--- src/rtl/bta_pkg.sv ---
`timescale 1ns / 1ps
// ----------------------------------------------------------------------------
// bta_pkg
// Shared types and constants of the block table allocator.
// ----------------------------------------------------------------------------
package bta_pkg;

  localparam int unsigned TableEntries = 256;
  localparam int unsigned IdxW         = 8;    // log2(TableEntries)
  localparam int unsigned CntW         = 9;    // holds 0..TableEntries
  localparam int unsigned BlockShift   = 5;    // log2(block bytes)
  localparam int unsigned OffW         = IdxW + BlockShift;
  localparam int unsigned NeedW        = 16 - BlockShift + 1;

  localparam logic [1:0] KindAlloc = 2'd0;
  localparam logic [1:0] KindFree  = 2'd1;
  localparam logic [1:0] KindClear = 2'd2;

  localparam logic [1:0] StOk     = 2'd0;
  localparam logic [1:0] StNoRoom = 2'd1;
  localparam logic [1:0] StRange  = 2'd2;

  typedef struct packed {
    logic [1:0]  kind;
    logic [15:0] size_bytes;
    logic [15:0] offset_bytes;
  } req_t;

  typedef struct packed {
    logic [1:0]      status;
    logic [OffW-1:0] alloc_offset;
    logic [CntW-1:0] used_blocks;
    logic [6:0]      usage_percent;
  } rsp_t;

  typedef struct packed {
    logic [IdxW-1:0] rd_addr;
    logic            wr_en;
    logic [IdxW-1:0] wr_addr;
    logic [CntW-1:0] wr_data;
    logic            clr;
  } tbl_cmd_t;

endpackage

--- src/rtl/bta_table.sv ---
`timescale 1ns / 1ps
// ----------------------------------------------------------------------------
// bta_table
// Run-length table: one synchronous memory with registered read data and a
// valid flag per entry, so that a reset or clear empties all entries together.
// ----------------------------------------------------------------------------
module bta_table (
  input  logic                     clk_i,
  input  logic                     rst_ni,
  input  bta_pkg::tbl_cmd_t        cmd_i,
  output logic [bta_pkg::CntW-1:0] rd_data_o
);
  import bta_pkg::*;

  logic [CntW-1:0]         mem_q [TableEntries];
  logic [CntW-1:0]         rdata_q;
  logic [TableEntries-1:0] valid_q;
  logic                    rvld_q;

  always_ff @(posedge clk_i) begin
    if (cmd_i.wr_en) begin
      mem_q[cmd_i.wr_addr] <= cmd_i.wr_data;
    end
    rdata_q <= mem_q[cmd_i.rd_addr];
  end

  always_ff @(posedge clk_i or negedge rst_ni) begin
    if (!rst_ni) begin
      valid_q <= '0;
      rvld_q  <= 1'b0;
    end else begin
      rvld_q <= valid_q[cmd_i.rd_addr];
      if (cmd_i.clr) begin
        valid_q <= '0;
      end else if (cmd_i.wr_en) begin
        valid_q[cmd_i.wr_addr] <= 1'b1;
      end
    end
  end

  // An entry never written since the last clear reads as free.
  assign rd_data_o = rvld_q ? rdata_q : '0;

endmodule

--- src/rtl/block_table_allocator.sv ---
`timescale 1ns / 1ps
// ----------------------------------------------------------------------------
// block_table_allocator
// Block table allocator: allocate and free runs of pool blocks, or clear all.
// ----------------------------------------------------------------------------
// An allocate scans the table downward from the top entry, then marks the run;
// a free clears the run from its head upward; clear and rejects respond directly.
// Throughput: one item at a time; the table memory is read one entry a cycle.
// Reset: the table is empty at once through per-entry valid flags.
// The result beat is shown for one cycle on done_o; the receiver cannot stall.
// ----------------------------------------------------------------------------
module block_table_allocator (
  input  logic          clk_i,
  input  logic          rst_ni,
  input  logic          start_i,
  input  bta_pkg::req_t req_i,
  output logic          busy_o,
  output logic          done_o,
  output bta_pkg::rsp_t rsp_o
);
  import bta_pkg::*;

  typedef enum logic [4:0] {
    StIdle  = 5'b00001,
    StScan  = 5'b00010,
    StMark  = 5'b00100,
    StFree  = 5'b01000,
    StResp  = 5'b10000
  } state_e;

  state_e          state_q, state_d;
  logic [IdxW-1:0] ptr_q, ptr_d;
  logic [CntW-1:0] k_q, k_d;
  logic [CntW-1:0] cnt_q, cnt_d;
  logic [CntW-1:0] need_q, need_d;
  logic [CntW-1:0] run_q, run_d;
  logic [CntW-1:0] used_q, used_d;
  logic [1:0]      status_q, status_d;
  logic [OffW-1:0] aoff_q, aoff_d;

  tbl_cmd_t        cmd;
  logic [CntW-1:0] rd_data;

  logic [16:0]      size_sum;
  logic [NeedW-1:0] need_full;
  logic [CntW-1:0]  run_n;
  logic [CntW-1:0]  cnt_eff;
  logic [15:0]      pct_full;

  bta_table u_table (
    .clk_i     (clk_i),
    .rst_ni    (rst_ni),
    .cmd_i     (cmd),
    .rd_data_o (rd_data)
  );

  assign size_sum  = {1'b0, req_i.size_bytes} + 17'((1 << BlockShift) - 1);
  assign need_full = size_sum[16:BlockShift];
  assign run_n     = (rd_data == '0) ? run_q + 1'b1 : '0;
  assign cnt_eff   = (k_q == '0) ? rd_data : cnt_q;

  always_comb begin
    state_d  = state_q;
    ptr_d    = ptr_q;
    k_d      = k_q;
    cnt_d    = cnt_q;
    need_d   = need_q;
    run_d    = run_q;
    used_d   = used_q;
    status_d = status_q;
    aoff_d   = aoff_q;
    cmd      = '0;
    cmd.rd_addr = ptr_q;

    unique case (state_q)
      StIdle: begin
        if (start_i) begin
          status_d = StOk;
          aoff_d   = '0;
          k_d      = '0;
          run_d    = '0;
          state_d  = StResp;
          priority if (req_i.kind == KindAlloc) begin
            if (req_i.size_bytes == '0 ||
                need_full > NeedW'(TableEntries)) begin
              status_d = StNoRoom;
            end else begin
              need_d      = need_full[CntW-1:0];
              ptr_d       = IdxW'(TableEntries - 1);
              cmd.rd_addr = IdxW'(TableEntries - 1);
              state_d     = StScan;
            end
          end else if (req_i.kind == KindFree) begin
            if (req_i.offset_bytes[15:OffW] != '0) begin
              status_d = StRange;
            end else begin
              ptr_d       = req_i.offset_bytes[OffW-1:BlockShift];
              cmd.rd_addr = req_i.offset_bytes[OffW-1:BlockShift];
              state_d     = StFree;
            end
          end else if (req_i.kind == KindClear) begin
            cmd.clr = 1'b1;
            used_d  = '0;
          end else begin
            // Unused kind: report counters unchanged.
          end
        end
      end

      StScan: begin
        // Data for ptr_q is here; read the next entry down.
        cmd.rd_addr = ptr_q - 1'b1;
        run_d       = run_n;
        if (run_n == need_q) begin
          aoff_d  = {ptr_q, {BlockShift{1'b0}}};
          used_d  = used_q + need_q;
          k_d     = '0;
          state_d = StMark;
        end else if (ptr_q == '0) begin
          status_d = StNoRoom;
          state_d  = StResp;
        end else begin
          ptr_d = ptr_q - 1'b1;
        end
      end

      StMark: begin
        cmd.wr_en   = 1'b1;
        cmd.wr_addr = ptr_q;
        cmd.wr_data = need_q;
        ptr_d       = ptr_q + 1'b1;
        k_d         = k_q + 1'b1;
        if (k_q + 1'b1 == need_q) begin
          state_d = StResp;
        end
      end

      StFree: begin
        // The head entry gives the count; clear from there upward.
        cmd.rd_addr = ptr_q + 1'b1;
        if (k_q == '0) begin
          cnt_d = rd_data;
        end
        if (rd_data != '0 && k_q < cnt_eff) begin
          cmd.wr_en   = 1'b1;
          cmd.wr_addr = ptr_q;
          cmd.wr_data = '0;
          used_d      = used_q - 1'b1;
        end
        if (({1'b0, k_q} + 1'b1 >= {1'b0, cnt_eff}) ||
            ptr_q == IdxW'(TableEntries - 1)) begin
          state_d = StResp;
        end else begin
          k_d   = k_q + 1'b1;
          ptr_d = ptr_q + 1'b1;
        end
      end

      StResp: begin
        state_d = StIdle;
      end

      default: begin
        state_d = StIdle;
      end
    endcase
  end

  always_ff @(posedge clk_i or negedge rst_ni) begin
    if (!rst_ni) begin
      state_q  <= StIdle;
      used_q   <= '0;
      ptr_q    <= '0;
      k_q      <= '0;
      cnt_q    <= '0;
      need_q   <= '0;
      run_q    <= '0;
      status_q <= StOk;
      aoff_q   <= '0;
    end else begin
      state_q  <= state_d;
      used_q   <= used_d;
      ptr_q    <= ptr_d;
      k_q      <= k_d;
      cnt_q    <= cnt_d;
      need_q   <= need_d;
      run_q    <= run_d;
      status_q <= status_d;
      aoff_q   <= aoff_d;
    end
  end

  // used * 100 / 256
  assign pct_full = 16'(used_q) * 16'd100;

  assign busy_o              = (state_q != StIdle);
  assign done_o              = (state_q == StResp);
  assign rsp_o.status        = status_q;
  assign rsp_o.alloc_offset  = aoff_q;
  assign rsp_o.used_blocks   = used_q;
  assign rsp_o.usage_percent = pct_full[14:8];

endmodule
--- config.mk ---
export PLATFORM = sky130hd
export DESIGN_NAME = block_table_allocator
export DESIGN_NICKNAME = d
export VERILOG_FILES = /design/src/rtl/bta_pkg.sv /design/src/rtl/bta_table.sv /design/src/rtl/block_table_allocator.sv
export SDC_FILE = /design/constraint.sdc
export NUM_CORES = 2
export LEC_CHECK = 0
export BUFFER_PORTS_ARGS = -buffer_cell sky130_fd_sc_hd__buf_2
export CAP_MARGIN = 10
export CORE_ASPECT_RATIO = 0.9
export CORE_MARGIN = 10
export CORE_UTILIZATION = 55
export DETAILED_ROUTE_END_ITERATION = 16
export GPL_TIMING_DRIVEN = 0
export PLACE_DENSITY = 0.71
export REMOVE_ABC_BUFFERS = 1
export SLEW_MARGIN = 20
export SYNTH_ARGS = -nofsm -noshare
export SYNTH_HDL_FRONTEND = slang
export SYNTH_SLANG_ARGS = --single-unit
--- constraint.sdc ---
create_clock -name clk_i -period 8.6 [get_ports clk_i]
set_input_delay 0.86 -clock clk_i [delete_from_list [all_inputs] [get_ports clk_i]]
set_output_delay 0.86 -clock clk_i [all_outputs]
set_load 0.01 [all_outputs]
==> summary.log <==
[synthesis] Mapped Area 109100 um^2
[die] I/O Pins 70
[flow_run] max capacitance violation total 0
[timing] Final setup viols 0
[place] cell area after placement 113900 um^2
[grt] wire length of the first global-routing pass 457.2 mm
[synthesis] share of cell area taken by muxes after synthesis 3.160%
[critical_path] Worst R2R Path Depth 17
[final_layout] leading cell type in the layout, fill and taps excluded sky130_fd_sc_hd__edfxtp_1
[place] hpwl dp 199.3 mm
[grt] maximum number of pins on one net before global-route repair 105
[final_layout] commonest cells after routing, fill and taps aside sky130_fd_sc_hd__edfxtp_1 (2304), sky130_fd_sc_hd__nand2_1 (2024), sky130_fd_sc_hd__nand3_1 (909), sky130_fd_sc_hd__nor2_1 (369), sky130_fd_sc_hd__mux2i_1 (333)
[clock_network] CTS tree built
[timing] setup repair after global routing missed its margin false
[critical_path] critical path arrival 8800 ps
[timing] final clock skew 62.55 ps
[critical_path] cells traversed along the worst timing path nor4_2 -> and2_1 -> o311ai_0 -> nand2_2 -> and2_4 -> buf_16 -> buf_16 -> buf_16 -> buf_16 -> buf_16 -> nand2_1 -> and3_1 -> a311oi_1 -> a311oi_1 -> o21ai_0 -> nand4_1 -> o2111ai_1
[synthesis] EDFF count, synth 2304
[synthesis] main combinational cell family by area after synthesis simple AND/OR/NAND/NOR gates
[grt] antenna violations before repair 19
[timing] time the final worst path needs with I/O delays and setup 8064 ps
[min_path] Endpoint, Worst Hold state_q[3]$_DFFE_PN0P_
[critical_path] type of origin of the critical path flip-flop
[timing] period utilisation layout 93.77%
[critical_path] buffer and inverter count on the worst path 5
[timing] setup TNS 0 ps
[final_layout] layout cell share with drive strength beyond 1 9.097%
[synthesis] #FFs+latches synth 2638
[critical_path] Crit-path slowest cell sky130_fd_sc_hd__and2_1
[min_path] hold crit path type in -> reg
[final_layout] Area Overhead vs Synth 12.23%
[pwr] Total Power 40.77 mW
[timing] count of pins over their slew limit 0
[route] drt first pass iters 10
[critical_path] Crit Reg-Reg Endpoint u_table.rdata_q[1]$_DFF_P_
[die] core footprint 196500 um^2
[pwr] Worst IR Drop VDD 434.3 uV
[synthesis] mean area per synthesized cell 12.64 um^2
[clock_network] Reg clk slew, reported paths 60 ps
[route] count of routing violations after the opening detailed-route iteration 11270
[clock_network] Longest Clk Path Bufs 4
[synthesis] compound-gate portion of the synthesized area 6.909%
[critical_path] kind of end point of the critical path flip-flop
[route] ANT nets after route 0
[timing] final count of hold timing violations 0
[pwr] Static Leak 47.53 nW
[die] Die Footprint 216500 um^2
[critical_path] cell family with most CP delay simple AND/OR/NAND/NOR gates
[timing] final-layout worst hold slack 345.1 ps
[clock_network] clock insertion delay at the later pin of the skew report 930 ps
[place] Cell Count Post-Placement 10890
[place] Post-Place Worst Slack 952.5 ps
[synthesis] cell type contributing the most total cell area after synthesis sky130_fd_sc_hd__edfxtp_1
[synthesis] share of Yosys cell area claimed by the top area cell type 63.44%
[route] routed wire length 312.9 mm
[route] per-cell routed wire length 27.53 um
[min_path] worst hold stages 4
[critical_path] crit path kind reg -> reg
[route] detailed-route via count 73830
[synthesis] post-synthesis cell type count 95
[die] die width 489.4 um
[critical_path] worst endpoint required time 9330 ps
[timing] Rel. slew slack 13.88%
[pwr] Power per Cell Area 333.1 nW/um^2
[min_path] hold_sp req_i[15]
[clock_network] number of resized instances in the post-cts repair step 0
[timing] worst slew pin tran 1289 ps
[die] standard-cell rows 154
[final_layout] non-filler instance count after layout 11370
[final_layout] fill cell instance count of the final layout 14310
[route] via count normalized by instance count 6.496
[critical_path] most common cell type on the critical path sky130_fd_sc_hd__buf_16
[clock_network] CTS H-Tree Depth 5
[synthesis] ranking of synthesized cells by area sky130_fd_sc_hd__edfxtp_1 (63%), sky130_fd_sc_hd__dfrtp_1 (7.4%), sky130_fd_sc_hd__nand2_1 (7.0%)
[timing] Max Clock Freq 124.0 MHz
[synthesis] dominant register cell in the synthesized netlist sky130_fd_sc_hd__edfxtp_1
[route] DR DRC count 0
[critical_path] minimum setup slack among reg-to-reg paths 540 ps
[synthesis] adder-cell share of the synthesized area 0.7503%
[clock_network] number of sinks handled by clock tree synthesis 2638
[die] vertical die dimension 442.4 um
[grt] GRT Util Overall 27.97%
[final_layout] post-layout util 62.28%
[clock_network] CTS root buf sky130_fd_sc_hd__clkbuf_16
[grt] aggregate global routing overflow 0
[clock_network] number of buffers created by CTS 274
[place] routability cong. 0.9584
[synthesis] synthesized-area fraction occupied by and/or/nand/nor cells 15.04%
[synthesis] Yosys Warn Count 0
[synthesis] sequential share of the synthesized area 71.06%
[die] starting density of the core 55.49%
[timing] final critical-path setup slack 535.8 ps
[final_layout] fin nets 8689
[synthesis] proportion of synthesized flip-flops having asynchronous set or reset 12.32%
[synthesis] post-synthesis instance total 8625
[critical_path] delay contributed by the slowest stage of the critical path 1010 ps
[critical_path] reg-to-reg critical path startpoint state_q[3]$_DFFE_PN0P_
[synthesis] fraction of synthesized cell area in xor and xnor cells 0.4497%
[clock_network] number of setup buffers added after CTS 0
[critical_path] logic depth of the worst setup path including buffers 17
[final_layout] Finished Cell Area 122400 um^2
[clock_network] Post-CTS Hold Buffers 1
[place] quantity of I/O buffers inserted on ports 59
[run_status] status finished, final reports clean
[critical_path] largest fanout on the critical path 56
[grt] via count of the first global-routing pass 69280
kinds of logic (layout without fill, tap and decap cells):
kind of cell / count (synthesis) / after routing
AOI/OAI and AO/OA: 1135 / 1135
DFF: 2638 / 2638
muxes: 341 / 341
xor gates and xnor gates: 56 / 56
and+or+nand+nor: 3800 / 3800
buffers and inverters: 591 / 745
adders and majority gates: 63 / 63
other: 1 / 14
worst register-to-register path: stages (launching register included):
cell and delay [ps]:
sky130_fd_sc_hd__dfrtp_1 600, sky130_fd_sc_hd__nor4_2 630, sky130_fd_sc_hd__and2_1 1010, sky130_fd_sc_hd__o311ai_0 310, sky130_fd_sc_hd__nand2_2 370, sky130_fd_sc_hd__and2_4 650, sky130_fd_sc_hd__buf_16 320, sky130_fd_sc_hd__buf_16 320
sky130_fd_sc_hd__buf_16 350, sky130_fd_sc_hd__buf_16 300, sky130_fd_sc_hd__buf_16 330, sky130_fd_sc_hd__nand2_1 130, sky130_fd_sc_hd__and3_1 160, sky130_fd_sc_hd__a311oi_1 370, sky130_fd_sc_hd__a311oi_1 120, sky130_fd_sc_hd__o21ai_0 710
sky130_fd_sc_hd__nand4_1 560, sky130_fd_sc_hd__o2111ai_1 620
worst max-delay path by stage:
stage | from | end
finish | state_q[3]$_DFFE_PN0P_ | u_table.rdata_q[1]$_DFF_P_
global route | state_q[3]$_DFFE_PN0P_ | u_table.rdata_q[5]$_DFF_P_
CTS | state_q[1]$_DFFE_PN0P_ | u_table.rdata_q[1]$_DFF_P_
detailed placement | req_i[17] | u_table.rdata_q[1]$_DFF_P_
global placement | req_i[26] | u_table.rdata_q[7]$_DFF_P_
floorplan | req_i[14] | u_table.rdata_q[7]$_DFF_P_
sequential cells by signal (all words and copies together), names as in the netlist:
| register | cells |
|---|---|
| aoff_q | 8 |
| cnt_q | 9 |
| k_q | 9 |
| need_q | 9 |
| ptr_q | 8 |
| run_q | 9 |
| state_q | 5 |
| status_q | 2 |
| u_table.mem_q | 2304 |
| u_table.rdata_q | 9 |
| u_table.rvld_q | 1 |
| u_table.valid_q | 256 |
| used_q | 9 |
where the power goes:
group | internal, mW | switching [mW]
registers | 13.9 | 0.302
logic | 4.23 | 11.0
clock network | 6.47 | 4.79
total | 24.6 | 16.1
layer usage:
| metal | track usage [%] | vias up | wire length (um) |
|---|---|---|---|
| li1 | - | 31610 | - |
| met1 | 39.03 | 36520 | 119700 |
| met2 | 40.82 | 4761 | 137500 |
| met3 | 8.008 | 924 | 39910 |
| met4 | 12.56 | 24 | 15640 |
| met5 | 0.2452 | - | 234 |
cell type report:
class / instances / area [um^2] / area share (%)
Clock buffer: 375 / 7680 / 6.275
Clock inverter: 95 / 655.6 / 0.5357
Tap cell: 2574 / 3221 / 2.631
Multi-Input combinational cell: 5400 / 29270 / 23.91
Sequential cell: 2638 / 77500 / 63.32
Timing Repair Buffer: 227 / 3870 / 3.162
Inverter: 48 / 180.2 / 0.1472
Antenna cell: 9 / 22.52 / 0.01840
synthesized netlist by cell type (6+ instances only):
master and count:
sky130_fd_sc_hd__nor2b_1 6, sky130_fd_sc_hd__edfxtp_1 2304, sky130_fd_sc_hd__o21ai_1 11, sky130_fd_sc_hd__buf_4 64
sky130_fd_sc_hd__o2111ai_1 37, sky130_fd_sc_hd__a221oi_1 17, sky130_fd_sc_hd__a21o_1 11, sky130_fd_sc_hd__nand2b_1 14
sky130_fd_sc_hd__mux2_2 6, sky130_fd_sc_hd__nand3_1 911, sky130_fd_sc_hd__nor3_1 61, sky130_fd_sc_hd__a311oi_1 113
sky130_fd_sc_hd__nor2_1 464, sky130_fd_sc_hd__xor2_1 28, sky130_fd_sc_hd__buf_2 219, sky130_fd_sc_hd__o21a_1 167
sky130_fd_sc_hd__buf_1 29, sky130_fd_sc_hd__dfrtp_1 324, sky130_fd_sc_hd__ha_1 59, sky130_fd_sc_hd__nand2_1 2040
sky130_fd_sc_hd__and2_1 17, sky130_fd_sc_hd__or3_1 7, sky130_fd_sc_hd__a21oi_1 230, sky130_fd_sc_hd__clkbuf_1 214
sky130_fd_sc_hd__o31ai_1 23, sky130_fd_sc_hd__a211oi_1 14, sky130_fd_sc_hd__mux2i_1 333, sky130_fd_sc_hd__o21ai_0 146
sky130_fd_sc_hd__o22ai_1 170, sky130_fd_sc_hd__buf_6 17, sky130_fd_sc_hd__a31oi_1 127, sky130_fd_sc_hd__nand2_2 9
sky130_fd_sc_hd__xnor2_1 28, sky130_fd_sc_hd__a22o_1 7, sky130_fd_sc_hd__a32oi_1 14, sky130_fd_sc_hd__nor4_1 28
sky130_fd_sc_hd__and3_1 144, sky130_fd_sc_hd__inv_1 47, sky130_fd_sc_hd__nand4_1 58, sky130_fd_sc_hd__dfxtp_1 9
Power figures use the tool's default switching activity.
